===== src/sha256_pkg.sv =====
// Shared types, constants and round functions of the SHA-256 message hasher.
package sha256_pkg;

  localparam int NUM_CHAIN = 8;
  localparam int SCHED_DEPTH = 16;
  localparam logic [5:0] ROUND_LAST = 6'd63;
  localparam logic [5:0] LEN_OFFSET = 6'd56;
  localparam logic [7:0] PAD_MARK = 8'h80;
  localparam logic [5:0] FILL_LAST = 6'd63;

  localparam logic [31:0] INIT_H [NUM_CHAIN] = '{
    32'h6a09e667, 32'hbb67ae85, 32'h3c6ef372, 32'ha54ff53a,
    32'h510e527f, 32'h9b05688c, 32'h1f83d9ab, 32'h5be0cd19
  };

  typedef enum logic [2:0] {
    ST_IDLE,
    ST_ROUND,
    ST_ADD,
    ST_PAD,
    ST_LEN,
    ST_EMIT
  } ctrl_state_t;

  // Commands from the controller to the datapath.
  typedef struct packed {
    logic       take;
    logic       start;
    logic       pad;
    logic       len_blk;
    logic       round;
    logic       add;
    logic       emit;
    logic [5:0] rnd;
  } sha256_cmd_t;

  // Status from the datapath to the controller.
  typedef struct packed {
    logic fill_full;
    logic pad_two;
    logic out_busy;
  } sha256_sts_t;

  function automatic logic [31:0] round_k(input logic [5:0] idx);
    logic [31:0] k;
    case (idx)
      6'd0:  k = 32'h428a2f98;  6'd1:  k = 32'h71374491;
      6'd2:  k = 32'hb5c0fbcf;  6'd3:  k = 32'he9b5dba5;
      6'd4:  k = 32'h3956c25b;  6'd5:  k = 32'h59f111f1;
      6'd6:  k = 32'h923f82a4;  6'd7:  k = 32'hab1c5ed5;
      6'd8:  k = 32'hd807aa98;  6'd9:  k = 32'h12835b01;
      6'd10: k = 32'h243185be;  6'd11: k = 32'h550c7dc3;
      6'd12: k = 32'h72be5d74;  6'd13: k = 32'h80deb1fe;
      6'd14: k = 32'h9bdc06a7;  6'd15: k = 32'hc19bf174;
      6'd16: k = 32'he49b69c1;  6'd17: k = 32'hefbe4786;
      6'd18: k = 32'h0fc19dc6;  6'd19: k = 32'h240ca1cc;
      6'd20: k = 32'h2de92c6f;  6'd21: k = 32'h4a7484aa;
      6'd22: k = 32'h5cb0a9dc;  6'd23: k = 32'h76f988da;
      6'd24: k = 32'h983e5152;  6'd25: k = 32'ha831c66d;
      6'd26: k = 32'hb00327c8;  6'd27: k = 32'hbf597fc7;
      6'd28: k = 32'hc6e00bf3;  6'd29: k = 32'hd5a79147;
      6'd30: k = 32'h06ca6351;  6'd31: k = 32'h14292967;
      6'd32: k = 32'h27b70a85;  6'd33: k = 32'h2e1b2138;
      6'd34: k = 32'h4d2c6dfc;  6'd35: k = 32'h53380d13;
      6'd36: k = 32'h650a7354;  6'd37: k = 32'h766a0abb;
      6'd38: k = 32'h81c2c92e;  6'd39: k = 32'h92722c85;
      6'd40: k = 32'ha2bfe8a1;  6'd41: k = 32'ha81a664b;
      6'd42: k = 32'hc24b8b70;  6'd43: k = 32'hc76c51a3;
      6'd44: k = 32'hd192e819;  6'd45: k = 32'hd6990624;
      6'd46: k = 32'hf40e3585;  6'd47: k = 32'h106aa070;
      6'd48: k = 32'h19a4c116;  6'd49: k = 32'h1e376c08;
      6'd50: k = 32'h2748774c;  6'd51: k = 32'h34b0bcb5;
      6'd52: k = 32'h391c0cb3;  6'd53: k = 32'h4ed8aa4a;
      6'd54: k = 32'h5b9cca4f;  6'd55: k = 32'h682e6ff3;
      6'd56: k = 32'h748f82ee;  6'd57: k = 32'h78a5636f;
      6'd58: k = 32'h84c87814;  6'd59: k = 32'h8cc70208;
      6'd60: k = 32'h90befffa;  6'd61: k = 32'ha4506ceb;
      6'd62: k = 32'hbef9a3f7;  6'd63: k = 32'hc67178f2;
      default: k = 32'h0;
    endcase
    return k;
  endfunction

  function automatic logic [31:0] rotr(input logic [31:0] x, input int n);
    return (x >> n) | (x << (32 - n));
  endfunction

  function automatic logic [31:0] bsig0(input logic [31:0] x);
    return rotr(x, 2) ^ rotr(x, 13) ^ rotr(x, 22);
  endfunction

  function automatic logic [31:0] bsig1(input logic [31:0] x);
    return rotr(x, 6) ^ rotr(x, 11) ^ rotr(x, 25);
  endfunction

  function automatic logic [31:0] ssig0(input logic [31:0] x);
    return rotr(x, 7) ^ rotr(x, 18) ^ (x >> 3);
  endfunction

  function automatic logic [31:0] ssig1(input logic [31:0] x);
    return rotr(x, 17) ^ rotr(x, 19) ^ (x >> 10);
  endfunction

  // Pads one schedule word: bytes before the fill point stay, the byte at it
  // becomes the pad mark and the bytes after it are cleared.
  function automatic logic [31:0] pad_word(input logic [31:0] wd, input logic [3:0] j,
                                           input logic [5:0] f);
    logic [31:0] r;
    logic [5:0]  p;
    r = wd;
    for (int b = 0; b < 4; b++) begin
      p = {j, 2'(b)};
      if (p == f) begin
        r[8*(3-b) +: 8] = PAD_MARK;
      end else if (p > f) begin
        r[8*(3-b) +: 8] = 8'h00;
      end
    end
    return r;
  endfunction

endpackage


===== src/sha256_ctrl.sv =====
// Controller state machine that sequences byte intake, padding, rounds and digest hand-off.
module sha256_ctrl
  import sha256_pkg::*;
(
  input  logic        clk,
  input  logic        rst,
  input  logic        in_valid,
  input  logic        in_has,
  input  logic        in_last,
  output logic        in_ready,
  input  sha256_sts_t sts,
  output sha256_cmd_t cmd
);

  ctrl_state_t state, state_next;
  ctrl_state_t ret, ret_next;
  logic [5:0]  rnd, rnd_next;

  always_ff @(posedge clk) begin
    if (rst) begin
      state <= ST_IDLE;
      ret   <= ST_IDLE;
      rnd   <= '0;
    end else begin
      state <= state_next;
      ret   <= ret_next;
      rnd   <= rnd_next;
    end
  end

  always_comb begin
    state_next = state;
    ret_next   = ret;
    rnd_next   = rnd;
    in_ready   = 1'b0;
    cmd        = '0;
    cmd.rnd    = rnd;
    case (state)
      ST_IDLE: begin
        in_ready = 1'b1;
        if (in_valid) begin
          cmd.take = in_has;
          if (in_has && sts.fill_full) begin
            cmd.start  = 1'b1;
            rnd_next   = '0;
            state_next = ST_ROUND;
            ret_next   = in_last ? ST_PAD : ST_IDLE;
          end else if (in_last) begin
            state_next = ST_PAD;
          end
        end
      end
      ST_PAD: begin
        cmd.pad    = 1'b1;
        cmd.start  = 1'b1;
        rnd_next   = '0;
        ret_next   = sts.pad_two ? ST_LEN : ST_EMIT;
        state_next = ST_ROUND;
      end
      ST_LEN: begin
        cmd.len_blk = 1'b1;
        cmd.start   = 1'b1;
        rnd_next    = '0;
        ret_next    = ST_EMIT;
        state_next  = ST_ROUND;
      end
      ST_ROUND: begin
        cmd.round = 1'b1;
        rnd_next  = rnd + 6'd1;
        if (rnd == ROUND_LAST) begin
          state_next = ST_ADD;
        end
      end
      ST_ADD: begin
        cmd.add    = 1'b1;
        state_next = ret;
      end
      ST_EMIT: begin
        // The digest waits here until the previous one has fully drained.
        if (!sts.out_busy) begin
          cmd.emit   = 1'b1;
          state_next = ST_IDLE;
        end
      end
      default: begin
        state_next = ST_IDLE;
      end
    endcase
  end

  a_round_end: assert property (@(posedge clk) disable iff (rst)
    (state == ST_ROUND && rnd == ROUND_LAST) |=> state == ST_ADD)
    else $error("compression did not end after the last round");

  a_emit_free: assert property (@(posedge clk) disable iff (rst)
    cmd.emit |-> !sts.out_busy)
    else $error("digest loaded over words not yet delivered");

  a_block_start: assert property (@(posedge clk) disable iff (rst)
    (state == ST_PAD || state == ST_LEN) |=> (state == ST_ROUND && rnd == 6'd0))
    else $error("padded block did not start at round zero");

endmodule


===== src/sha256_dp.sv =====
// Datapath: message schedule, working variables, chaining words, counters and digest register.
module sha256_dp
  import sha256_pkg::*;
(
  input  logic        clk,
  input  logic        rst,
  input  sha256_cmd_t cmd,
  input  logic [7:0]  data_byte,
  output sha256_sts_t sts,
  input  logic        out_ready,
  output logic        out_valid,
  output logic [31:0] digest_word,
  output logic [2:0]  word_index
);

  logic [31:0] w [SCHED_DEPTH];
  logic [31:0] v [NUM_CHAIN];
  logic [31:0] chain [NUM_CHAIN];
  logic [31:0] out_words [NUM_CHAIN];
  logic [5:0]  fill;
  logic [63:0] msg;
  logic [63:0] len_bits;
  logic [31:0] t1, t2, ch, maj, w_new;
  logic        pad_two;

  assign pad_two  = fill >= LEN_OFFSET;
  assign len_bits = {msg[60:0], 3'b000};

  assign ch    = (v[4] & v[5]) ^ (~v[4] & v[6]);
  assign maj   = (v[0] & v[1]) ^ (v[0] & v[2]) ^ (v[1] & v[2]);
  assign t1    = v[7] + bsig1(v[4]) + ch + round_k(cmd.rnd) + w[0];
  assign t2    = bsig0(v[0]) + maj;
  assign w_new = ssig1(w[14]) + w[9] + ssig0(w[1]) + w[0];

  assign sts.fill_full = fill == FILL_LAST;
  assign sts.pad_two   = pad_two;
  assign sts.out_busy  = out_valid;

  assign digest_word = out_words[0];

  // Control-side state: chaining words and counters.
  always_ff @(posedge clk) begin
    if (rst) begin
      chain <= INIT_H;
      fill  <= '0;
      msg   <= '0;
    end else begin
      if (cmd.take) begin
        fill <= fill + 6'd1;
        msg  <= msg + 64'd1;
      end
      if (cmd.add) begin
        for (int i = 0; i < NUM_CHAIN; i++) begin
          chain[i] <= chain[i] + v[i];
        end
      end
      if (cmd.emit) begin
        chain <= INIT_H;
        fill  <= '0;
        msg   <= '0;
      end
    end
  end

  // Schedule words: bytes land big-endian; during rounds the line shifts by one word.
  always_ff @(posedge clk) begin
    if (cmd.take) begin
      w[fill[5:2]][8*(3-fill[1:0]) +: 8] <= data_byte;
    end
    if (cmd.pad) begin
      for (int j = 0; j < SCHED_DEPTH - 2; j++) begin
        w[j] <= pad_word(w[j], 4'(j), fill);
      end
      if (pad_two) begin
        w[14] <= pad_word(w[14], 4'd14, fill);
        w[15] <= pad_word(w[15], 4'd15, fill);
      end else begin
        w[14] <= len_bits[63:32];
        w[15] <= len_bits[31:0];
      end
    end
    if (cmd.len_blk) begin
      for (int j = 0; j < SCHED_DEPTH - 2; j++) begin
        w[j] <= '0;
      end
      w[14] <= len_bits[63:32];
      w[15] <= len_bits[31:0];
    end
    if (cmd.round) begin
      for (int j = 0; j < SCHED_DEPTH - 1; j++) begin
        w[j] <= w[j+1];
      end
      w[SCHED_DEPTH-1] <= w_new;
    end
  end

  always_ff @(posedge clk) begin
    if (cmd.start) begin
      v <= chain;
    end else if (cmd.round) begin
      v[7] <= v[6];
      v[6] <= v[5];
      v[5] <= v[4];
      v[4] <= v[3] + t1;
      v[3] <= v[2];
      v[2] <= v[1];
      v[1] <= v[0];
      v[0] <= t1 + t2;
    end
  end

  // Digest output register drains one word per handshake.
  always_ff @(posedge clk) begin
    if (rst) begin
      out_valid  <= 1'b0;
      word_index <= '0;
    end else if (cmd.emit) begin
      out_valid  <= 1'b1;
      word_index <= '0;
    end else if (out_valid && out_ready) begin
      word_index <= word_index + 3'd1;
      if (word_index == 3'd7) begin
        out_valid <= 1'b0;
      end
    end
  end

  always_ff @(posedge clk) begin
    if (cmd.emit) begin
      out_words <= chain;
    end else if (out_valid && out_ready) begin
      for (int i = 0; i < NUM_CHAIN - 1; i++) begin
        out_words[i] <= out_words[i+1];
      end
    end
  end

endmodule


===== src/sha256_message_hasher.sv =====
// Top level of the byte-serial SHA-256 message hasher.
// A byte word is taken whenever the input is ready; the 64th byte of a block holds the input off
// for the 64 rounds on one shared round unit and then the chaining add.
// A last word adds the padded block, a further length block when fewer than 9 bytes of room
// remain, and the load of the digest register; the eight digest words then leave
// one per cycle when m_axis_tready is high, while the next message is already being taken in.
// Reset is synchronous and returns the chaining words, counters and controller to start.
module sha256_message_hasher
  import sha256_pkg::*;
(
  input  logic        clk,
  input  logic        rst,
  input  logic        s_axis_tvalid,
  output logic        s_axis_tready,
  input  logic [7:0]  s_axis_tdata,   // data_byte
  input  logic        s_axis_tuser,   // has_byte
  input  logic        s_axis_tlast,   // last
  output logic        m_axis_tvalid,
  input  logic        m_axis_tready,
  output logic [39:0] m_axis_tdata,   // digest_word [31:0], word_index [34:32], zero fill
  output logic        m_axis_tlast    // final_word
);

  sha256_cmd_t cmd;
  sha256_sts_t sts;
  logic [31:0] digest_word;
  logic [2:0]  word_index;

  sha256_ctrl u_ctrl (
    .clk      (clk),
    .rst      (rst),
    .in_valid (s_axis_tvalid),
    .in_has   (s_axis_tuser),
    .in_last  (s_axis_tlast),
    .in_ready (s_axis_tready),
    .sts      (sts),
    .cmd      (cmd)
  );

  sha256_dp u_dp (
    .clk         (clk),
    .rst         (rst),
    .cmd         (cmd),
    .data_byte   (s_axis_tdata),
    .sts         (sts),
    .out_ready   (m_axis_tready),
    .out_valid   (m_axis_tvalid),
    .digest_word (digest_word),
    .word_index  (word_index)
  );

  assign m_axis_tdata = {5'b00000, word_index, digest_word};
  assign m_axis_tlast = word_index == 3'd7;

endmodule

===== config.mk =====
export PLATFORM = sky130hd
export DESIGN_NAME = sha256_message_hasher
export DESIGN_NICKNAME = d
export VERILOG_FILES = /design/src/sha256_pkg.sv /design/src/sha256_ctrl.sv /design/src/sha256_dp.sv /design/src/sha256_message_hasher.sv
export SDC_FILE = /design/constraint.sdc
export NUM_CORES = 2
export LEC_CHECK = 0
export ABC_AREA = 1
export ABC_CLOCK_PERIOD_IN_PS = 11400
export CELL_PAD_IN_SITES_DETAIL_PLACEMENT = 1
export CELL_PAD_IN_SITES_GLOBAL_PLACEMENT = 1
export CORE_ASPECT_RATIO = 1.1
export CORE_MARGIN = 4
export CORE_UTILIZATION = 37
export CTS_CLUSTER_DIAMETER = 120
export DETAILED_ROUTE_END_ITERATION = 10
export DONT_BUFFER_PORTS = 1
export GPL_TIMING_DRIVEN = 0
export PLACE_DENSITY = 0.68
export SLEW_MARGIN = 10
export SYNTH_ARGS = -nofsm -noshare
export SYNTH_HDL_FRONTEND = slang
export SYNTH_SLANG_ARGS = --single-unit

===== constraint.sdc =====
create_clock -name clk -period 11.4 [get_ports clk]
set_input_delay 0.57 -clock clk [delete_from_list [all_inputs] [get_ports clk]]
set_output_delay 0.57 -clock clk [all_outputs]
set_load 0.03 [all_outputs]

---- Yosys cells after proc, flatten, opt, wreduce, memory -nomap -nowiden ----
Memory sizes are Yosys's and may differ from the RTL's. A register that Yosys moved wholly into a read port is not among the register bits.
Cells that the tools add are included.
word-level totals
  register bits after elaboration ......... 854
  bits in writable memories ............... 512
  bits in read-only memories .............. 2048
  input port bits ......................... 14
  output and inout port bits .............. 43
  logic and storage cells ................. 562
  memories ................................ 2
cells by class
  $add $sub $neg .......................... 24
  magnitude comparators ................... 65
  equality and inequality tests ........... 76
  shifts and indexed selects .............. 2
  mux-type cells .......................... 285
  bitwise operators ....................... 61
  reductions and logical operators ........ 16
memories
  name              depth  width  rd ports  clocked after memory_dff  wr ports  line              text
  (name not given)  64     32     1         1                         0         sha256_pkg.sv:46  case (idx)
  u_dp.w            16     32     16        0                         16        sha256_dp.sv:16   logic [31:0] w [SCHED_DEPTH];
operators with widths
  operator                 count
  $mux 8                   200
  $mux 32                  37
  $add 32x32->32           18
  $mux 256                 2
  $mux 224                 2
  $xor 32x32->32           9
  $eq 6x6->1 const A       32
  $gt 6x6->1 const A       32
  $and 32x32->32           5
  $eq 5x6->1 const A       16
  $gt 5x6->1 const A       16
  $add 64x1->64 const B    1
  $eq 4x6->1 const A       8
  $gt 4x6->1 const A       8
  $neg 32->34              1
  $or 1x1->1               34
  $shift 8x34->32 const A  1
  $shiftx 8x34->32         1
  $not 32->32              1
  $or 10x32->32            1
  $or 13x32->32            1
  $or 14x32->32            1
  $or 15x32->32            1
  $or 19x32->32            1
  other kinds (43)         100

---- Longest topological paths before layout ----
  depth in word-level cells ............... 10
  gate-level depth with buffers ........... 37
  gate-level depth less buffers ........... 36

---- Modules after synthesis ----
Synthesis repeated with hierarchy kept, for this count alone.
unflattened totals
  cells, all modules ...................... 11287
  area total of the unflattened synthesis .. 89478.3 um2
modules (own cells, without submodules)
  module                 instances  cells an instance  area an instance (um2)  seq. area each (um2)
  sha256_dp              1          11168              88722.6                 36975.5
  sha256_ctrl            1          110                700.7                   240.2
  sha256_message_hasher  1          9                  55.1                    0.0

---- Worst setup path before layout ----
OpenSTA, ideal clock, no wires.
  path type ............................... register to register
  start point ............................. register u_dp.out_valid
  end point ............................... register u_dp.out_words (netlist bit u_dp.digest_word[0]) (enable)
  library setup time ...................... 1766 ps
  arrival ................................. 5211 ps
  required time ........................... 9634 ps
  setup slack ............................. 4424 ps
  cell stages (with the launch flop) ...... 7
  path buffers ............................ 3
  clock period less this slack ............ 6976 ps
  cells stage by stage .................... dfxtp_1 -> clkbuf_1 -> nor2_1 -> inv_1 -> clkbuf_1 -> clkbuf_1 -> nand2_1
on the way
  longest elaborated chain between the ends .. 3
  elaborated cells between the ends (all ways) .. 4
  classes of those cells .................. mux: 2; reduce/logical: 2
RTL lines
  item                             line               text
  start, declared                  sha256_dp.sv:11    output logic out_valid,
  start signal, assigned           sha256_dp.sv:115   out_valid <= 1'b0;
  start signal, assigned           sha256_dp.sv:118   out_valid <= 1'b1;
  start signal, assigned           sha256_dp.sv:123   out_valid <= 1'b0;
  $mux 1                           sha256_ctrl.sv:80  if (!sts.out_busy) begin
  $mux 1                           sha256_ctrl.sv:38  case (state)
  $reduce_bool 2->1 (no line) (*)  --
  end signal, assigned             sha256_dp.sv:130   out_words <= chain;
  end signal, assigned by index    sha256_dp.sv:133   out_words[i] <= out_words[i+1];
  end, declared                    sha256_dp.sv:19    logic [31:0] out_words [NUM_CHAIN];
Mark *: on every way between the ends. The rest lies on a longest branch, timed or not.
A chain may end at the register's enable or synchronous reset.

---- Worst setup path in the final report ----
  start point ............................. register u_dp.v[118] in the netlist's numbering
  end point ............................... register u_dp.v[255] in the netlist's numbering (data pin)
on the way
  longest elaborated chain between the ends .. 10
  elaborated cells between the ends (all ways) .. 16
  classes of those cells .................. add/sub: 5; mux: 2; bitwise: 9
RTL lines
  item                                            line              text
  start, declared                                 sha256_dp.sv:17   logic [31:0] v [NUM_CHAIN];
  start signal, assigned                          sha256_dp.sv:99   v <= chain;
  $or 21x32->32 or $or 26x32->32 (tied branches)  sha256_pkg.sv:85  return (x >> n) | (x << (32 - n));
  $xor 32x32->32 (2 in a row)                     sha256_pkg.sv:93  return rotr(x, 6) ^ rotr(x, 11) ^ rotr(x, 25);
  $add 32x32->32                                  sha256_dp.sv:31   assign t1 = v[7] + bsig1(v[4]) + ch + round_k(cmd.rnd) + w[0];
  $add 32x32->32 (*) (3 in a row)                 sha256_dp.sv:31
  $add 32x32->32 (*)                              sha256_dp.sv:108  v[0] <= t1 + t2;
  $mux 256 (*)                                    sha256_dp.sv:100  end else if (cmd.round) begin
  $mux 256 (*)                                    sha256_dp.sv:98   if (cmd.start) begin
Mark *: on every way between the ends. The rest lies on a longest branch, timed or not. The select of a mux whose other input is x is not followed.

==> flow_metrics.py <==
metrics = {
    "status": {
        "outcome": "completed",
    },
    "sta": {
        "relSlewSlack": 0.0140,
        "fmax_ghz": 0.106,
        "rsz0062_at_grt": "false",
        "setup_viol": 0,
        "finalCriticalPeriod_ns": 9.39,
        "fin_crit_sh": 0.824,
        "max_slew.worst_pin.slew_ns": 1.47,
        "report.final.slew_viol_count": 0,
        "hold_violations": 0,
        "skew_ns": 0.107,
    },
    "global_route": {
        "grt_pass1_wl_mm": 686,
        "grt_overflow": 0,
        "antenna_found_initial": 34,
        "grt_max_degree": 93,
        "grtUsageTotal": 0.385,
        "grt_pass1_vias": 89100,
    },
    "cts": {
        "cts_tree": "done",
        "cts_sinks": 1395,
        "clk_latency_ns": 0.93,
        "cts_inserted_buffers": 175,
        "ctsHoldBuffers": 7,
        "cts-root-buf": "clkbuf_16",
        "path_clk_slew_ns": 0.07,
        "cts_setup_buffers": 0,
        "htreeDepth": 4,
        "cts_resized": 0,
        "clock_path_buffers": 4,
    },
    "synth": {
        "synth-seq-cells": 1395,
        "synthDominantCellAreaShare": 0.329,
        "synth-seq-area-share": 0.418,
        "syn-mean-instance-area_um2": 7.87,
        "synth_top_area_cell": "edfxtp_1",
        "ys_warn_count": 0,
        "ys_types": 65,
        "syn_area_um2": 90500,
        "ys.flop_type": "edfxtp_1",
        "synthArstFlopShare": 0,
        "synth_area_leaders": "edfxtp_1, nand2_1, dfxtp_1",
        "netlist_instances": 11500,
        "synth_edf_count": 992,
    },
    "layout": {
        "nFillCells": 29700,
        "nNetsFinal": 12300,
        "multi_input_comb_area_um2": 45600,
        "drive_above_1_share": 0.0528,
        "regArea_um2": 37900,
        "area_growth_pct": 12.0,
        "fin_cells": 15100,
    },
    "die": {
        "fp.dieW_um": 480,
        "dieArea_um2": 253000,
        "start_util": 0.372,
        "design.portCount": 57,
        "die_y_um": 527,
        "rows": 190,
        "core_area_um2": 243000,
    },
    "critical_path": {
        "start_kind": "flop",
        "cpPeakStageDelay_ns": 0.87,
        "critical_path.slowest_cell": "clkbuf_1",
        "end_kind": "flop",
        "crit_fanout": 6,
        "arrival_ns": 10.02,
        "critPathRequiredTime_ns": 12.03,
        "cp_common_cell": "nand2_1",
        "crit_type": "reg -> reg",
    },
    "route": {
        "drc": 0,
        "first_pass_iters": 5,
        "drtIter0Drc": 7885,
        "vias_per_cell": 5.75,
        "ant_nets": 0,
        "vias": 87000,
        "wirelength_mm": 499,
        "wl_per_cell_um": 32.9,
    },
    "placed_design": {
        "gp_congestion": 1.05,
        "hpwl_mm": 403,
        "place_inst": 14800,
        "port_buffers": 0,
    },
    "run": {
        "drv_cap": 0,
    },
    "min_path": {
        "min_path_type": "in -> reg",
    },
}
## worst max-delay path: cells and delay by family (launching register included)
| family | cells | cell delay, ns |
|---|---|---|
| adders and majority gates | 6 | 3.13 |
| AOI/OAI and AO/OA | 10 | 2.70 |
| and+or+nand+nor | 8 | 1.33 |
| buffers and inverters | 4 | 1.08 |
| xor gates and xnor gates | 2 | 0.45 |
| DFF | 1 | 0.43 |
## per-layer routing
layer / share of wire / GRT usage / routed length, um
met4: 0.12 / 0.366 / 60000
met3: 0.060 / 0.0638 / 29800
met1: 0.35 / 0.414 / 176000
met2: 0.47 / 0.642 / 232000
met5: 0.00037 / 0 / 185
## layout make-up
type	instances	share of cell area
Timing Repair Buffer	42	0.00681
Tap cell	3264	0.0403
Buffer	463	0.0209
Sequential cell	1395	0.373
Multi-Input combinational cell	8274	0.450
Inverter	1376	0.0510
Clock inverter	86	0.00941
Antenna cell	13	0.000321
Clock buffer	228	0.0478
## cells in the mapped netlist (12+ instances only)
master / instances
a211oi_1: 22
a21boi_0: 24
a21o_1: 59
a21oi_1: 908
a221oi_1: 12
a31oi_1: 48
a32oi_1: 17
buf_1: 35
buf_2: 108
buf_4: 47
clkbuf_1: 268
dfxtp_1: 403
edfxtp_1: 992
fa_1: 195
ha_1: 398
inv_1: 1343
inv_2: 29
nand2_1: 3324
nand2_2: 13
nand3_1: 606
nand3b_1: 24
nand4_1: 104
nor2_1: 744
nor2_2: 12
nor3_1: 111
nor4_1: 16
o211ai_1: 66
o21a_1: 44
o21ai_0: 887
o21bai_1: 53
o221ai_1: 23
o31ai_1: 13
or2_2: 29
xnor2_1: 181
xor2_1: 247
## sequential cells by signal (all words and copies together) (netlist names), named ones only
name	cells
u_ctrl.ret	3
u_ctrl.rnd	6
u_ctrl.state	3
u_dp.chain	256
u_dp.digest_word	32
u_dp.fill	6
u_dp.msg	61
u_dp.out_valid	1
u_dp.out_words	224
u_dp.v	256
u_dp.w	512
u_dp.word_index	3
## through the flow
| step | setup slack (ns) | area, um2 | TNS, ns | utilization | hold slack (ns) |
|---|---|---|---|---|---|
| global route | 1.55 | 101000 | 0 | 0.416 | 0.0663 |
| CTS | 2.12 | 101000 | 0 | 0.416 | 0.0175 |
| detailed placement | 2.16 | 95500 | 0 | 0.392 | 0.468 |
| finish | 2.01 | 101000 | 0 | 0.417 | 0.0483 |
| floorplan | 4.42 | 90500 | 0 | - | 0.429 |
| global placement | -1.65 | 94600 | -496.95 | 0.389 | 0.445 |
## cells by family after synthesis
| kind of cell | synth area share |
|---|---|
| XOR/XNOR | 0.0414 |
| AO/OA/AOI/OAI | 0.135 |
| other | 0.0000414 |
| AND/OR/NAND/NOR | 0.226 |
| flip-flops | 0.418 |
| adder cells (fa/ha/maj) | 0.0994 |
| buffers and inverters | 0.0801 |
## placed cells by master (no fill, tap or decap), types with 34 or more instances in the layout
cell / n
buf_4: 56
edfxtp_1: 992
o21a_1: 44
a31oi_1: 43
nor2_1: 742
o21ai_0: 882
dfxtp_1: 403
o211ai_1: 66
fa_1: 195
o21bai_1: 53
nand2_1: 3323
clkbuf_1: 278
inv_1: 1342
xor2_1: 234
a21o_1: 59
a21oi_1: 905
nor3_1: 111
xnor2_1: 177
ha_1: 398
nand4_1: 104
buf_2: 108
nand3_1: 606
clkbuf_16: 180
buf_1: 34
## worst paths after layout
path                                            startpoint                            to  slack [ns]  depth (start not counted)
worst min register to register  u_ctrl.ret[2]$_SDFFE_PP0P_  u_ctrl.state[2]$_SDFFE_PP0P_        0.48                          2
worst max-delay path                 u_dp.v[118]$_DFFE_PP_         u_dp.v[255]$_DFFE_PP_        2.01                         30
worst min-delay path                       s_axis_tdata[1]     u_dp.w[0][1]$_SDFFE_PP0P_        0.05                          3
worst max register to register       u_dp.v[118]$_DFFE_PP_         u_dp.v[255]$_DFFE_PP_        2.01                         30
Power is left out: the tool's default activity adds up to more than one toggle a clock period on the data nets, which glitch-free logic cannot reach.
